## config.mk

```make
export PLATFORM = sky130hd
export DESIGN_NAME = keypad_code_lock_unit
export DESIGN_NICKNAME = d
export VERILOG_FILES = /design/src/rtl/core/kcl_pkg.sv /design/src/rtl/core/keypad_code_lock_unit.sv
export SDC_FILE = /design/constraint.sdc
export NUM_CORES = 1
export LEC_CHECK = 0
export ABC_AREA = 1
export BUFFER_PORTS_ARGS = -buffer_cell sky130_fd_sc_hd__buf_4
export CAP_MARGIN = 20
export CORE_MARGIN = 1.5
export CORE_UTILIZATION = 55
export DETAILED_ROUTE_END_ITERATION = 8
export PLACE_DENSITY_LB_ADDON = 0.05
export SLEW_MARGIN = 20
export SYNTH_ARGS = -nofsm -noshare
export SYNTH_HDL_FRONTEND = slang
export SYNTH_SLANG_ARGS = --single-unit
```

## constraint.sdc

```tcl
create_clock -name clk -period 2.7 [get_ports clk]
set_clock_uncertainty 0.15 [all_clocks]
set_input_delay 0.405 -clock clk [delete_from_list [all_inputs] [get_ports clk]]
set_output_delay 0.405 -clock clk [all_outputs]
set_load 0.02 [all_outputs]
```

## src/rtl/core/kcl_pkg.sv

```systemverilog
`timescale 1ns / 1ps
// Package for the keypad code lock: payload structs, state codes, key codes
// and configuration register indexes. No dependencies.
package kcl_pkg;

  typedef enum logic [2:0] {
    ST_IDLE     = 3'd0,
    ST_LOCKED   = 3'd1,
    ST_ENTERING = 3'd2,
    ST_OPEN     = 3'd3,
    ST_WRONG    = 3'd4,
    ST_LOCKOUT  = 3'd5,
    ST_ERROR    = 3'd6
  } lock_state_t;

  typedef enum logic [2:0] {
    CFG_PASSWORD_BCD  = 3'd0,
    CFG_MAX_ATTEMPTS  = 3'd1,
    CFG_OPEN_TICKS    = 3'd2,
    CFG_WRONG_TICKS   = 3'd3,
    CFG_ERROR_TICKS   = 3'd4,
    CFG_LOCKOUT_TICKS = 3'd5
  } cfg_reg_t;

  localparam int CFG_INDEX_W = 3;
  localparam int CFG_DATA_W  = 24;
  localparam int PASSWORD_W  = 24;
  localparam int ATTEMPT_W   = 4;
  localparam int TIMER_W     = 16;

  localparam logic MODE_KEY  = 1'b0;
  localparam logic MODE_TICK = 1'b1;

  localparam logic [7:0] KEY_0    = 8'h30;
  localparam logic [7:0] KEY_9    = 8'h39;
  localparam logic [7:0] KEY_HASH = 8'h23;
  localparam logic [7:0] KEY_STAR = 8'h2A;
  localparam logic [7:0] KEY_C    = 8'h43;
  localparam logic [7:0] KEY_A    = 8'h41;

  localparam logic [ATTEMPT_W-1:0] ATTEMPT_MAX = 4'd15;

  localparam logic [PASSWORD_W-1:0] RST_PASSWORD_BCD  = 24'h123456;
  localparam logic [ATTEMPT_W-1:0]  RST_MAX_ATTEMPTS  = 4'd3;
  localparam logic [TIMER_W-1:0]    RST_OPEN_TICKS    = 16'd50;
  localparam logic [TIMER_W-1:0]    RST_WRONG_TICKS   = 16'd20;
  localparam logic [TIMER_W-1:0]    RST_ERROR_TICKS   = 16'd20;
  localparam logic [TIMER_W-1:0]    RST_LOCKOUT_TICKS = 16'd500;

  typedef struct packed {
    logic       mode;
    logic [7:0] key_code;
  } kcl_in_t;

  typedef struct packed {
    logic [2:0] lock_state;
    logic       door_open;
    logic       door_event;
    logic [2:0] digits_entered;
    logic [3:0] failed_attempts;
  } kcl_out_t;

endpackage

```

## src/rtl/core/keypad_code_lock_unit.sv

```systemverilog
`timescale 1ns / 1ps
// Keypad code lock with attempt counting and timed lockout, top level.
// Depends on kcl_pkg for payload structs, state codes and key codes.
//
//   Channel   Direction  Handshake              Payload
//   in        input      in_valid / in_ready    in_data  (kcl_pkg::kcl_in_t)
//   out       output     out_valid / out_ready  out_data (kcl_pkg::kcl_out_t)
//   cfg       input      cfg_we                 cfg_index, cfg_data
//
// For every transaction on the input, the state registers update at the accepting
// edge and the result register is loaded at the same edge.
// The result register is refilled in the cycle it is taken, so one item a cycle while the output is not stalled.
// Synchronous reset returns the lock to idle and the registers to their defaults.
// A stalled output blocks new input until the waiting result is taken.
module keypad_code_lock_unit #(
  parameter int CODE_DIGITS = 6
) (
  input  logic                                 clk,
  input  logic                                 rst,
  input  logic                                 in_valid,
  output logic                                 in_ready,
  input  kcl_pkg::kcl_in_t                     in_data,
  output logic                                 out_valid,
  input  logic                                 out_ready,
  output kcl_pkg::kcl_out_t                    out_data,
  input  logic                                 cfg_we,
  input  logic [kcl_pkg::CFG_INDEX_W-1:0]      cfg_index,
  input  logic [kcl_pkg::CFG_DATA_W-1:0]       cfg_data
);

  localparam int CNT_W = $clog2(CODE_DIGITS + 1);
  localparam int PW_W  = 4 * CODE_DIGITS;

  // Configuration registers.
  logic [kcl_pkg::PASSWORD_W-1:0] password_bcd;
  logic [kcl_pkg::ATTEMPT_W-1:0]  max_attempts;
  logic [kcl_pkg::TIMER_W-1:0]    open_ticks;
  logic [kcl_pkg::TIMER_W-1:0]    wrong_ticks;
  logic [kcl_pkg::TIMER_W-1:0]    error_ticks;
  logic [kcl_pkg::TIMER_W-1:0]    lockout_ticks;

  // Lock state.
  kcl_pkg::lock_state_t           state, state_next;
  logic [3:0]                     entry_digits [CODE_DIGITS];
  logic [3:0]                     entry_digits_next [CODE_DIGITS];
  logic [CNT_W-1:0]               entry_count, entry_count_next;
  logic [kcl_pkg::ATTEMPT_W-1:0]  attempt_count, attempt_count_next;
  logic [kcl_pkg::TIMER_W-1:0]    wait_timer, wait_timer_next;
  logic                           door_flag, door_flag_next;
  logic                           door_event_next;

  kcl_pkg::kcl_out_t              result_next;
  logic                           in_fire;
  logic                           is_tick;
  logic                           is_digit;
  logic [3:0]                     digit_val;
  logic                           entry_full;
  logic                           code_ok;
  logic [PW_W-1:0]                pw_ext;
  logic [kcl_pkg::TIMER_W-1:0]    timer_dec;
  logic [kcl_pkg::ATTEMPT_W-1:0]  attempt_inc;

  assign in_ready = !out_valid || out_ready;
  assign in_fire  = in_valid && in_ready;

  always_ff @(posedge clk) begin
    if (rst) begin
      password_bcd  <= kcl_pkg::RST_PASSWORD_BCD;
      max_attempts  <= kcl_pkg::RST_MAX_ATTEMPTS;
      open_ticks    <= kcl_pkg::RST_OPEN_TICKS;
      wrong_ticks   <= kcl_pkg::RST_WRONG_TICKS;
      error_ticks   <= kcl_pkg::RST_ERROR_TICKS;
      lockout_ticks <= kcl_pkg::RST_LOCKOUT_TICKS;
    end else if (cfg_we) begin
      case (cfg_index)
        kcl_pkg::CFG_PASSWORD_BCD:  password_bcd  <= cfg_data[kcl_pkg::PASSWORD_W-1:0];
        kcl_pkg::CFG_MAX_ATTEMPTS:  max_attempts  <= cfg_data[kcl_pkg::ATTEMPT_W-1:0];
        kcl_pkg::CFG_OPEN_TICKS:    open_ticks    <= cfg_data[kcl_pkg::TIMER_W-1:0];
        kcl_pkg::CFG_WRONG_TICKS:   wrong_ticks   <= cfg_data[kcl_pkg::TIMER_W-1:0];
        kcl_pkg::CFG_ERROR_TICKS:   error_ticks   <= cfg_data[kcl_pkg::TIMER_W-1:0];
        kcl_pkg::CFG_LOCKOUT_TICKS: lockout_ticks <= cfg_data[kcl_pkg::TIMER_W-1:0];
        default: ;
      endcase
    end
  end

  assign is_tick    = (in_data.mode == kcl_pkg::MODE_TICK);
  assign is_digit   = (in_data.key_code >= kcl_pkg::KEY_0) &&
                      (in_data.key_code <= kcl_pkg::KEY_9);
  assign digit_val  = 4'(in_data.key_code - kcl_pkg::KEY_0);
  assign entry_full = (entry_count == CNT_W'(CODE_DIGITS));
  assign timer_dec  = (wait_timer != '0) ? wait_timer - 1'b1 : wait_timer;
  assign attempt_inc = (attempt_count < kcl_pkg::ATTEMPT_MAX) ?
                       attempt_count + 1'b1 : attempt_count;

  // Code digits beyond the register width read as zero.
  assign pw_ext = PW_W'(password_bcd);

  always_comb begin
    code_ok = 1'b1;
    for (int i = 0; i < CODE_DIGITS; i++) begin
      if (entry_digits[i] != pw_ext[4*(CODE_DIGITS-1-i) +: 4]) begin
        code_ok = 1'b0;
      end
    end
  end

  // Next-state and datapath update for one transaction.
  always_comb begin
    state_next         = state;
    entry_digits_next  = entry_digits;
    entry_count_next   = entry_count;
    attempt_count_next = attempt_count;
    wait_timer_next    = wait_timer;
    door_flag_next     = door_flag;
    door_event_next    = 1'b0;
    if (is_tick) begin
      if (state == kcl_pkg::ST_OPEN || state == kcl_pkg::ST_WRONG ||
          state == kcl_pkg::ST_LOCKOUT || state == kcl_pkg::ST_ERROR) begin
        wait_timer_next = timer_dec;
        if (timer_dec == '0) begin
          case (state)
            kcl_pkg::ST_OPEN: begin
              door_flag_next  = 1'b0;
              door_event_next = 1'b1;
              state_next      = kcl_pkg::ST_LOCKED;
            end
            kcl_pkg::ST_ERROR: begin
              state_next         = kcl_pkg::ST_LOCKOUT;
              wait_timer_next    = lockout_ticks;
              attempt_count_next = '0;
            end
            default: state_next = kcl_pkg::ST_LOCKED;
          endcase
        end
      end
    end else begin
      case (state)
        kcl_pkg::ST_IDLE: begin
          if (in_data.key_code == kcl_pkg::KEY_C) begin
            state_next = kcl_pkg::ST_LOCKED;
          end
        end
        kcl_pkg::ST_LOCKED: begin
          if (is_digit) begin
            for (int i = 0; i < CODE_DIGITS; i++) begin
              entry_digits_next[i] = '0;
            end
            entry_digits_next[0] = digit_val;
            entry_count_next     = CNT_W'(1);
            state_next           = kcl_pkg::ST_ENTERING;
          end else if (in_data.key_code == kcl_pkg::KEY_C) begin
            for (int i = 0; i < CODE_DIGITS; i++) begin
              entry_digits_next[i] = '0;
            end
            entry_count_next = '0;
            state_next       = kcl_pkg::ST_IDLE;
          end else if (in_data.key_code == kcl_pkg::KEY_A) begin
            for (int i = 0; i < CODE_DIGITS; i++) begin
              entry_digits_next[i] = '0;
            end
            entry_count_next = '0;
            state_next       = kcl_pkg::ST_ERROR;
            wait_timer_next  = error_ticks;
          end
        end
        kcl_pkg::ST_ENTERING: begin
          if (is_digit && !entry_full) begin
            for (int i = 0; i < CODE_DIGITS; i++) begin
              if (entry_count == CNT_W'(i)) begin
                entry_digits_next[i] = digit_val;
              end
            end
            entry_count_next = entry_count + 1'b1;
          end else if (in_data.key_code == kcl_pkg::KEY_HASH && entry_full) begin
            for (int i = 0; i < CODE_DIGITS; i++) begin
              entry_digits_next[i] = '0;
            end
            entry_count_next = '0;
            if (code_ok) begin
              attempt_count_next = '0;
              state_next         = kcl_pkg::ST_OPEN;
              wait_timer_next    = open_ticks;
              door_flag_next     = 1'b1;
              door_event_next    = 1'b1;
            end else if (attempt_inc >= max_attempts) begin
              state_next         = kcl_pkg::ST_LOCKOUT;
              wait_timer_next    = lockout_ticks;
              attempt_count_next = '0;
            end else begin
              attempt_count_next = attempt_inc;
              state_next         = kcl_pkg::ST_WRONG;
              wait_timer_next    = wrong_ticks;
            end
          end else if (in_data.key_code == kcl_pkg::KEY_STAR) begin
            for (int i = 0; i < CODE_DIGITS; i++) begin
              entry_digits_next[i] = '0;
            end
            entry_count_next = '0;
            state_next       = kcl_pkg::ST_LOCKED;
          end
        end
        default: ;
      endcase
    end
  end

  // Result fields are the values after the transaction.
  always_comb begin
    result_next.lock_state      = state_next;
    result_next.door_open       = door_flag_next;
    result_next.door_event      = door_event_next;
    result_next.digits_entered  = 3'(entry_count_next);
    result_next.failed_attempts = attempt_count_next;
  end

  always_ff @(posedge clk) begin
    if (rst) begin
      state         <= kcl_pkg::ST_IDLE;
      entry_count   <= '0;
      attempt_count <= '0;
      wait_timer    <= '0;
      door_flag     <= 1'b0;
      for (int i = 0; i < CODE_DIGITS; i++) begin
        entry_digits[i] <= '0;
      end
    end else if (in_fire) begin
      state         <= state_next;
      entry_count   <= entry_count_next;
      attempt_count <= attempt_count_next;
      wait_timer    <= wait_timer_next;
      door_flag     <= door_flag_next;
      entry_digits  <= entry_digits_next;
    end
  end

  always_ff @(posedge clk) begin
    if (rst) begin
      out_valid <= 1'b0;
    end else if (in_fire) begin
      out_valid <= 1'b1;
    end else if (out_ready) begin
      out_valid <= 1'b0;
    end
  end

  always_ff @(posedge clk) begin
    if (in_fire) begin
      out_data <= result_next;
    end
  end

`ifndef SYNTHESIS
  // The door is released exactly while the lock reports the open state.
  assert property (@(posedge clk) disable iff (rst)
    out_valid |-> (out_data.door_open ==
                   (out_data.lock_state == kcl_pkg::ST_OPEN)))
    else $error("door_open disagrees with the open state");

  // Only code entry holds digits in the buffer.
  assert property (@(posedge clk) disable iff (rst)
    (out_valid && out_data.lock_state != kcl_pkg::ST_ENTERING) |->
      (out_data.digits_entered == 3'd0))
    else $error("digits held outside of code entry");

  // Every accepted transaction produces a result in the next cycle.
  assert property (@(posedge clk) disable iff (rst)
    (in_valid && in_ready) |=> out_valid)
    else $error("accepted transaction produced no result");
`endif

endmodule

```

## Word level (Yosys, flattened, before mapping)

Cells that the tools add are included.

| operators by class | value |
|---|---|
| bitwise gates (word level) | 1 |
| magnitude comparators | 4 |
| equal/unequal tests | 41 |
| mux-type cells | 82 |
| $add $sub $neg | 4 |
| reductions and logical operators | 31 |

Operator list:

| cell | number |
|---|---|
| $mux 16 | 12 |
| $mux 24 | 6 |
| $mux 4 | 16 |
| $mux 3 | 19 |
| $pmux 24 s2 | 1 |
| $reduce_and 6->1 | 6 |
| $ne 3x3->1 const B | 11 |
| $pmux 16 s2 | 1 |
| $mux 1 | 25 |
| $eq 3x3->1 const B | 8 |
| $ne 4x4->1 | 6 |
| $eq 3x2->1 const B | 6 |
| $eq 8x6->1 const B | 2 |
| $eq 8x7->1 const B | 2 |
| $logic_not 16->1 | 1 |
| $reduce_bool 16->1 | 1 |
| $sub 16x1->16 const B | 1 |
| $reduce_and 2->1 | 6 |
| $eq 3x1->1 const B | 3 |
| $logic_not 3->1 | 3 |
| $pmux 3 s3 | 1 |
| $ge 8x6->1 const B | 1 |
| $le 8x6->1 const B | 1 |
| $ne 4x4->1 const B | 2 |
| 14 further kinds | 22 |

| word-level totals | value |
|---|---|
| output and inout bits | 14 |
| register bits | 156 |

## Logic depth before layout (Yosys ltp)

Gate-level depths: netlist (run 1).

| depth | value |
|---|---|
| depth in word-level cells | 12 |
| depth in mapped cells | 20 |
| gate-level depth less buffers | 19 |

## Least setup slack after synthesis (run 1)

Ideal clock, no wire load.

| path | value |
|---|---|
| path kind | reg-to-reg |
| start point | register attempt_count[0] in the netlist's numbering |
| end point | register wait_timer[1] in the netlist's numbering |
| buffers on the path | 2 |
| library setup time | 119 ps |
| clock period less this slack | 2676 ps |
| arrival time | 2407 ps |
| slack | 24 ps |
| stages on the path, launching flop included | 19 |
| cell sequence | dfxtp_1 -> ha_1 -> nand2_1 -> nor2_1 -> inv_1 -> nand2_1 -> o21ai_0 -> ha_1 -> inv_1 -> o21bai_1 -> nand3_1 -> nand3_1 -> buf_2 -> clkbuf_1 -> o21ai_0 -> nand2_1 -> nand3_1 -> a21oi_1 -> a21oi_1 |

| between the ends | value |
|---|---|
| word-level cells in the longest chain between the ends | 9 |

RTL lines:

| what | line | RTL |
|---|---|---|
| start, declared | keypad_code_lock_unit.sv:47 | `logic [kcl_pkg::ATTEMPT_W-1:0] attempt_count, attempt_count_next;` |
| start signal, assigned | keypad_code_lock_unit.sv:230 | `attempt_count <= attempt_count_next;` |
| $add 4x1->4 / $lt 4x4->1 (equally long branches) | keypad_code_lock_unit.sv:94, keypad_code_lock_unit.sv:93 |  |
| $mux 4 (*) | keypad_code_lock_unit.sv:93 | `assign attempt_inc = (attempt_count < kcl_pkg::ATTEMPT_MAX) ?` |
| $ge 4x4->1 (*) | keypad_code_lock_unit.sv:186 | `end else if (attempt_inc >= max_attempts) begin` |
| $mux 16 (*) | keypad_code_lock_unit.sv:186 |  |
| $mux 16 (*) | keypad_code_lock_unit.sv:180 | `if (code_ok) begin` |
| $mux 16 (*) | keypad_code_lock_unit.sv:175 | `end else if (in_data.key_code == kcl_pkg::KEY_HASH && entry_full) begin` |
| $mux 16 (*) | keypad_code_lock_unit.sv:168 | `if (is_digit && !entry_full) begin` |
| $pmux 16 s2 (*) | keypad_code_lock_unit.sv:138 | `case (state)` |
| $mux 16 (*) | keypad_code_lock_unit.sv:117 | `if (is_tick) begin` |
| end signal, assigned | keypad_code_lock_unit.sv:231 | `wait_timer <= wait_timer_next;` |
| end, declared | keypad_code_lock_unit.sv:48 | `logic [kcl_pkg::TIMER_W-1:0] wait_timer, wait_timer_next;` |

Every way passes the cells marked *; elsewhere a longest branch is shown, timed or not. The select of a mux whose other input is x is not followed.
A chain may end at the register's enable or synchronous reset.

## Worst setup path in the final report (run 1)

| path | value |
|---|---|
| start point | register attempt_count[1] in the netlist's numbering |
| end point | register wait_timer[9] in the netlist's numbering |

The elaborated chain is that of the path after synthesis.

==> metrics.txt, run 1 <==
# TYPE chip_impl_metric gauge
chip_impl_metric{name="cts.reportedPaths.clkPinSlew",unit="ns"} 0.07
chip_impl_metric{name="numCtsBuffers",unit=""} 17
chip_impl_metric{name="required",unit="ns"} 2.87
chip_impl_metric{name="gr-total-overflow",unit=""} 0
chip_impl_metric{name="power.share.combinational",unit=""} 0.256
chip_impl_metric{name="post_place_cell_area",unit="mm^2"} 0.009241
chip_impl_metric{name="synth.area.mux_share",unit=""} 0
chip_impl_metric{name="timing_max_transition_violations_final",unit=""} 0
chip_impl_metric{name="grt_max_degree",unit=""} 103
chip_impl_metric{name="fp.dieArea",unit="mm^2"} 0.01628
chip_impl_metric{name="grt_pass1_wl",unit="mm"} 38.61
chip_impl_metric{name="length_in_cells_of_the_worst_reg_to_reg_path",unit=""} 15
chip_impl_metric{name="place.detailed.hpwl",unit="mm"} 16.91
chip_impl_metric{name="total_power",unit="uW"} 6839
chip_impl_metric{name="yosys.area_share.adder",unit=""} 0.01612
chip_impl_metric{name="layout-drive-gt1-share",unit=""} 0.1542
chip_impl_info{name="r2r_endpoint",value="wait_timer[9]"} 1
chip_impl_metric{name="core_area",unit="mm^2"} 0.01520
chip_impl_metric{name="synthSimpleGateAreaFrac",unit=""} 0.3389
chip_impl_info{name="worst_setup_path_startpoint",value="attempt_count[1]"} 1
chip_impl_metric{name="power.switching",unit="uW"} 2279
chip_impl_metric{name="post_synth_instance_area",unit="mm^2"} 0.008539
chip_impl_info{name="grt_setup_unrepaired",value="true"} 1
chip_impl_metric{name="synth_xor_area_frac",unit=""} 0.02462
chip_impl_metric{name="syn_avg_cell_area",unit="um^2"} 6.677
chip_impl_metric{name="clkLatencyLatePin",unit="ns"} 0.43
chip_impl_metric{name="slew_headroom",unit=""} 0.5494
chip_impl_metric{name="placement_rows",unit=""} 45
chip_impl_metric{name="placement.io_buffers",unit=""} 54
chip_impl_metric{name="synth_top_area_share",unit=""} 0.3376
chip_impl_metric{name="drcViolationCount",unit=""} 0
chip_impl_metric{name="fin_nets",unit=""} 1388
chip_impl_info{name="area_contributors_post_synth",value="dfxtp_1 34%, nand2_1 12%, nor2_1 8.5%"} 1
chip_impl_metric{name="hold_viol_final",unit=""} 0
chip_impl_metric{name="power_density",unit="mW/mm^2"} 682.2
chip_impl_metric{name="reg2reg_slack",unit="ns"} 0.06
chip_impl_metric{name="p_int",unit="uW"} 4561
chip_impl_metric{name="tritoncts_num_sinks",unit=""} 156
chip_impl_metric{name="final_design_area_no_fill",unit="mm^2"} 0.01003
chip_impl_metric{name="period_needed",unit="ns"} 2.644
chip_impl_metric{name="routed-via-count",unit=""} 8488
chip_impl_info{name="criticalPathCategory",value="reg2reg"} 1
chip_impl_metric{name="share_clk_of_total_power",unit=""} 0.375
chip_impl_metric{name="antenna_found_initial",unit=""} 0
chip_impl_info{name="tritoncts",value="yes"} 1
chip_impl_metric{name="count_of_cell_types_in_the_netlist",unit=""} 41
chip_impl_metric{name="cts_buffer_depth",unit=""} 2
chip_impl_metric{name="sequential_share_of_the_synthesized_area",unit=""} 0.3798
chip_impl_metric{name="cts-htree-levels",unit=""} 4
chip_impl_metric{name="actual_slew_at_the_worst_max_slew_pin",unit="ns"} 0.6688
chip_impl_info{name="critPathCaptureType",value="register"} 1
chip_impl_metric{name="detailedRoute.firstPassIterationCount",unit=""} 5
chip_impl_metric{name="diodes",unit=""} 0
chip_impl_info{name="cp-start-kind",value="register"} 1
chip_impl_info{name="holdCritStartpoint",value="cfg_data[17]"} 1
chip_impl_info{name="clk_root_buffer_cell",value="clkbuf_16"} 1
chip_impl_metric{name="gpl.final_weighted_congestion",unit=""} 0.9073
chip_impl_metric{name="swShare",unit=""} 0.3332
chip_impl_metric{name="setup_violations",unit=""} 0
chip_impl_metric{name="cap_viol_max_count",unit=""} 0
chip_impl_info{name="result_of_the_run",value="finished clean"} 1
chip_impl_metric{name="finish.utilization",unit=""} 0.6595
chip_impl_metric{name="synthesis.yosys.warnings",unit=""} 0
chip_impl_metric{name="die_w",unit="um"} 127.6
chip_impl_metric{name="vdd_drop_max",unit="V"} 0.0004917
chip_impl_metric{name="postSynthRegisterBits",unit=""} 156
chip_impl_metric{name="global_router_s_overall_resource_usage",unit=""} 0.3009
chip_impl_metric{name="initial_core_util",unit=""} 0.5617
chip_impl_metric{name="synth_compound_gate_area_share",unit=""} 0.1543
chip_impl_metric{name="fmax",unit="GHz"} 0.3782
chip_impl_metric{name="static-leakage-power",unit="uW"} 0.004531
chip_impl_metric{name="drt_iter0_markers",unit=""} 849
chip_impl_metric{name="first_global_vias",unit=""} 7399
chip_impl_info{name="worstReg2RegStart",value="attempt_count[1]"} 1
chip_impl_info{name="cp-endpoint",value="wait_timer[9]"} 1
chip_impl_info{name="synth_top_family_by_area",value="simple AND/OR/NAND/NOR gates"} 1
chip_impl_metric{name="cts_hold_repair.buffers",unit=""} 0
chip_impl_info{name="synthDominantAreaCellType",value="dfxtp_1"} 1
chip_impl_metric{name="postRouteWirelength",unit="mm"} 24.52
chip_impl_metric{name="pwr-share-seq",unit=""} 0.368
chip_impl_metric{name="final_antenna_net_count",unit=""} 0
chip_impl_metric{name="critical_path_peak_fanout",unit=""} 14
chip_impl_metric{name="route.detailed.vias_per_inst",unit=""} 5.522
chip_impl_metric{name="dieHeight",unit="um"} 127.6
chip_impl_metric{name="wl_per_cell",unit="um"} 15.95
chip_impl_metric{name="worst-endpoint-arrival",unit="ns"} 2.81
chip_impl_metric{name="syn-num-nets",unit=""} 1331
chip_impl_metric{name="synth_cells",unit=""} 1279
chip_impl_metric{name="syn_to_final_growth",unit="%"} 17.41
chip_impl_metric{name="design.portCount",unit=""} 55
chip_impl_info{name="hold_class",value="in2reg"} 1
chip_impl_metric{name="period_share",unit=""} 0.9793
[cell usage after synthesis (all sizes together)]
cell type,instances
dfxtp,144
nor3b,1
and3,1
nor2,210
edfxtp,12
ha,11
xnor2,18
clkbuf,37
buf,23
o221ai,1
nand3,97
xor2,6
o22ai,1
o211ai,2
inv,117
nand2,298
a211oi,2
a21oi,103
o21ai,143
a22oi,1
nor3,11
nor4,2
clkinv,3
nand4,34
o21bai,1
[stage by stage]
stage	instances	TNS, ns	setup WS [ns]	hold WS (ns)
floorplan	1279	0	0.02394	0.2745
global placement	1502	0	0.1385	0.2874
detailed placement	1502	0	0.01974	0.2907
CTS	1534	0	0.05530	0.02720
global route	1537	-1.135	-0.07964	0.05141
finish	1537	0	0.05592	0.03483
[kinds of logic (layout without fill, tap and decap cells)]
group                    count (synthesis)  in the layout
buffers and inverters                  180            250
adder cells (fa/ha/maj)                 11             11
XOR/XNOR                                24             24
AND/OR/NAND/NOR                        654            654
AO/OA/AOI/OAI                          254            254
flip-flops                             156            156
[worst min path at each step]
stage                       endpoint  slack [ns]  cells after the start
global route        password_bcd[20]        0.05                      3
CTS                 password_bcd[17]        0.03                      3
global placement      wrong_ticks[5]        0.29                      2
finish              password_bcd[17]        0.03                      3
floorplan            wrong_ticks[10]        0.27                      2
detailed placement    wrong_ticks[0]        0.29                      2
[cells in the final DEF, fill, tap and decap left out, types with 7 or more instances in the layout]
cell | synthesis | layout
xnor2_1 | 18 | 18
nand3_1 | 94 | 91
nand2_1 | 282 | 280
inv_1 | 109 | 106
dfxtp_1 | 144 | 142
ha_1 | 11 | 10
nand4_1 | 34 | 34
a21oi_1 | 100 | 93
o21ai_1 | 11 | 14
clkbuf_16 | 0 | 19
o21ai_0 | 128 | 124
nand2_2 | 11 | 12
buf_4 | 6 | 92
edfxtp_1 | 12 | 12
nor2_1 | 193 | 192
a21oi_2 | 3 | 10
nor2_4 | 6 | 7
nor2_2 | 10 | 10
inv_2 | 7 | 9
[registers in the layout, indices dropped and copies added, names as in the netlist]
signal,count
max_attempts,4
out_data,12
attempt_count,4
password_bcd,24
entry_digits,24
lockout_ticks,16
open_ticks,16
door_flag,1
out_valid,1
wait_timer,16
state,3
entry_count,3
wrong_ticks,16
error_ticks,16
[layout make-up]
type,instances,area [um^2]
tap,188,235.2
multi-input combinational,943,4642
inverter,120,455.4
clock inverter,15,201.4
fill,1424,5176
clock buffer,17,425.4
timing repair buffer,98,820.8
sequential,156,3246
[power groups by stage]
stage | sequential [uW] | combinational (uW) | clock [uW]
after floorplan | 2560 | 1140 | 0
after global placement | 2560 | 1600 | 0
after detailed placement | 2570 | 1620 | 0
after CTS | 2510 | 1630 | 2590
after global routing | 2530 | 1920 | 2700
final | 2520 | 1750 | 2570
[metal layers]
layer,GRT usage,wire length [um],vias up
met5,0,0,-
met4,0.05552,130,0
met3,0.05067,2020,10
met2,0.4531,10760,335
met1,0.4558,11600,3847
li1,-,-,4296
[worst max-delay path, stage by stage, from the launching register on]
cell	delay [ns]
dfxtp_2	0.35
ha_4	0.15
nand2_4	0.07
nor2_4	0.13
buf_4	0.12
xor2_1	0.25
ha_1	0.29
nand4_1	0.14
nand3_4	0.16
clkbuf_16	0.22
nand2_1	0.06
o21ai_0	0.08
nand2_1	0.07
nand3_1	0.06
a21oi_1	0.16
a21oi_1	0.08
[what timing repair did]
item	CTS	global route
gates cloned	0	2
resized for setup	1	30
endpoints found under the setup margin	1	26
pin swaps	0	11
setup buffers	0	1
Power figures use the tool's default switching activity.
==> inputs of run 2 (changes only) <==
--- a/config.mk
+++ b/config.mk
@@ -7,11 +7,11 @@
 export LEC_CHECK = 0
 export ABC_AREA = 1
 export BUFFER_PORTS_ARGS = -buffer_cell sky130_fd_sc_hd__buf_4
-export CAP_MARGIN = 20
 export CORE_MARGIN = 1.5
 export CORE_UTILIZATION = 55
 export DETAILED_ROUTE_END_ITERATION = 8
 export PLACE_DENSITY_LB_ADDON = 0.05
+export RECOVER_POWER = 100
 export SLEW_MARGIN = 20
 export SYNTH_ARGS = -nofsm -noshare
 export SYNTH_HDL_FRONTEND = slang
==> run 2 against run 1 <==
Net effect:
- the flow now finishes with violations (capacitance limit, slew limit)
- via count is 0.25% higher
- global-route usage unchanged
- power shrank 0.47%
- hold slack better by 0.00057 ns
- register-to-register slack hardly changed
- first-iteration DRC count is 12% lower
- clock power about the same
- sequential share of layout area increased by 0.37 points
- count of clock-buffer cells in the layout unchanged
- worst setup slack better by 0.0022 ns
- sequential power about the same
==> metrics.txt, run 2 (synthesized netlist as in run 1, its figures left out) <==
# TYPE chip_impl_metric gauge
chip_impl_metric{name="hold_viol_final",unit=""} 0
chip_impl_info{name="final_cell_mix",value="281 x nand2_1, 193 x nor2_1, 142 x dfxtp_1"} 1
chip_impl_metric{name="routed-via-count",unit=""} 8509
chip_impl_metric{name="route.detailed.vias_per_inst",unit=""} 5.536
chip_impl_info{name="largest_registers",value="entry_digits: 24 flops, password_bcd: 24 flops"} 1
chip_impl_info{name="result_of_the_run",value="finished, violations left"} 1
chip_impl_metric{name="final_design_area_no_fill",unit="mm^2"} 0.009913
chip_impl_metric{name="gpl.final_weighted_congestion",unit=""} 0.9073
chip_impl_metric{name="antenna_found_initial",unit=""} 0
chip_impl_metric{name="wl_per_cell",unit="um"} 16.02
chip_impl_metric{name="cts.reportedPaths.clkPinSlew",unit="ns"} 0.07
chip_impl_metric{name="timing_max_transition_violations_final",unit=""} 103
chip_impl_metric{name="post_place_cell_area",unit="mm^2"} 0.009241
chip_impl_metric{name="dieHeight",unit="um"} 127.6
chip_impl_metric{name="drt_iter0_markers",unit=""} 749
chip_impl_metric{name="slew_headroom",unit=""} -0.03475
chip_impl_metric{name="total_power",unit="uW"} 6807
chip_impl_metric{name="worst-endpoint-arrival",unit="ns"} 2.80
chip_impl_metric{name="vdd_drop_max",unit="V"} 0.0004975
chip_impl_metric{name="fmax",unit="GHz"} 0.3785
chip_impl_metric{name="period_needed",unit="ns"} 2.642
chip_impl_metric{name="core_area",unit="mm^2"} 0.01520
chip_impl_metric{name="placement.io_buffers",unit=""} 54
chip_impl_metric{name="die_w",unit="um"} 127.6
chip_impl_metric{name="clkLatencyLatePin",unit="ns"} 0.43
chip_impl_info{name="critPathCaptureType",value="register"} 1
chip_impl_metric{name="layout-drive-gt1-share",unit=""} 0.1386
chip_impl_metric{name="cts-htree-levels",unit=""} 4
chip_impl_metric{name="fin_nets",unit=""} 1388
chip_impl_metric{name="grt_pass1_wl",unit="mm"} 38.61
chip_impl_metric{name="initial_core_util",unit=""} 0.5617
chip_impl_info{name="failed_checks",value="capacitance limit, slew limit"} 1
chip_impl_metric{name="gr-total-overflow",unit=""} 0
chip_impl_metric{name="critical_path_peak_fanout",unit=""} 14
chip_impl_metric{name="numCtsBuffers",unit=""} 17
chip_impl_info{name="tritoncts",value="yes"} 1
chip_impl_metric{name="global_router_s_overall_resource_usage",unit=""} 0.3009
chip_impl_metric{name="tritoncts_num_sinks",unit=""} 156
chip_impl_metric{name="setup_violations",unit=""} 0
chip_impl_metric{name="finish.utilization",unit=""} 0.6521
chip_impl_info{name="grt_setup_unrepaired",value="true"} 1
chip_impl_metric{name="first_global_vias",unit=""} 7399
chip_impl_metric{name="period_share",unit=""} 0.9785
chip_impl_metric{name="diodes",unit=""} 0
chip_impl_info{name="cp-start-kind",value="register"} 1
chip_impl_metric{name="drcViolationCount",unit=""} 0
chip_impl_info{name="hold_class",value="in2reg"} 1
chip_impl_metric{name="syn_to_final_growth",unit="%"} 16.09
chip_impl_metric{name="postRouteWirelength",unit="mm"} 24.63
chip_impl_metric{name="place.detailed.hpwl",unit="mm"} 16.91
chip_impl_metric{name="cap_viol_max_count",unit=""} 1
chip_impl_info{name="clk_root_buffer_cell",value="clkbuf_16"} 1
chip_impl_metric{name="fp.dieArea",unit="mm^2"} 0.01628
chip_impl_metric{name="grt_max_degree",unit=""} 103
chip_impl_metric{name="power_density",unit="mW/mm^2"} 686.7
chip_impl_metric{name="actual_slew_at_the_worst_max_slew_pin",unit="ns"} 1.552
chip_impl_metric{name="final_antenna_net_count",unit=""} 0
chip_impl_metric{name="required",unit="ns"} 2.86
chip_impl_metric{name="final_cell_count_no_fill",unit=""} 1537
chip_impl_metric{name="design.portCount",unit=""} 55
chip_impl_info{name="criticalPathCategory",value="reg2reg"} 1
chip_impl_metric{name="cts_hold_repair.buffers",unit=""} 0
chip_impl_metric{name="static-leakage-power",unit="uW"} 0.004450
chip_impl_metric{name="placement_rows",unit=""} 45
chip_impl_metric{name="detailedRoute.firstPassIterationCount",unit=""} 5
chip_impl_metric{name="post-place-cells",unit=""} 1502
chip_impl_info{name="layout.cells.most_common",value="nand2_1"} 1
chip_impl_metric{name="cts_buffer_depth",unit=""} 2
-- run 2: changes by cell type in the layout (fill, tap and decap cells not counted), sizes merged --
cell,delta
buf,-17
clkbuf,+17
-- run 2: worst paths after layout --
kind	slack, ns	start	end	depth (start not counted)
worst max-delay path	0.06	attempt_count[1]	wait_timer[10]	15
worst min-delay path	0.04	cfg_data[17]	password_bcd[17]	3
worst max register to register	0.06	attempt_count[1]	wait_timer[10]	15
worst min register to register	0.30	wrong_ticks[3]	wrong_ticks[3]	2
-- run 2: routing by layer --
metal / wire length, um / GRT usage
met1: 11690 / 0.4558
met2: 10880 / 0.4531
met3: 1918 / 0.05067
met4: 140 / 0.05552
met5: 0 / 0
-- run 2: worst max-delay path: stages, from the launching register on --
cell	delay, ns
dfxtp_2	0.35
ha_4	0.15
nand2_4	0.07
nor2_4	0.13
buf_4	0.12
xor2_1	0.25
ha_1	0.29
nand4_1	0.14
nand3_4	0.17
clkbuf_16	0.22
nand2_1	0.05
o21ai_0	0.07
nand2_1	0.08
nand3_2	0.06
a21oi_2	0.15
a21oi_1	0.08
-- run 2: report_power, final --
part           internal (uW)  switching, uW
clock                   1490           1070
combinational            606           1120
sequential              2440           83.6
-- run 2: what timing repair did --
action | CTS | global route
buffers inserted | 0 | 1
resized for setup | 1 | 30
gates cloned | 0 | 2
setup endpoints to repair | 1 | 26
pin swaps | 0 | 11
-- run 2: per-stage QoR --
stage	hold slack, ns	setup TNS, ns	setup slack [ns]
6_report	0.03540	0	0.05814
2_1_floorplan	0.2745	0	0.02394
3_5_place_dp	0.2907	0	0.01974
5_1_grt	0.05141	-1.207	-0.08097
3_3_place_gp	0.2874	0	0.1385
4_1_cts	0.02720	0	0.05530
-- run 2: cell type report --
type	count	area (um^2)
clock buffers	17	425.4
clock inverters	15	201.4
fillers	1448	5289
inverters	120	455.4
multi-input cells	943	4603
flip-flops and latches	156	3246
well taps	188	235.2
repair buffers	98	747.0
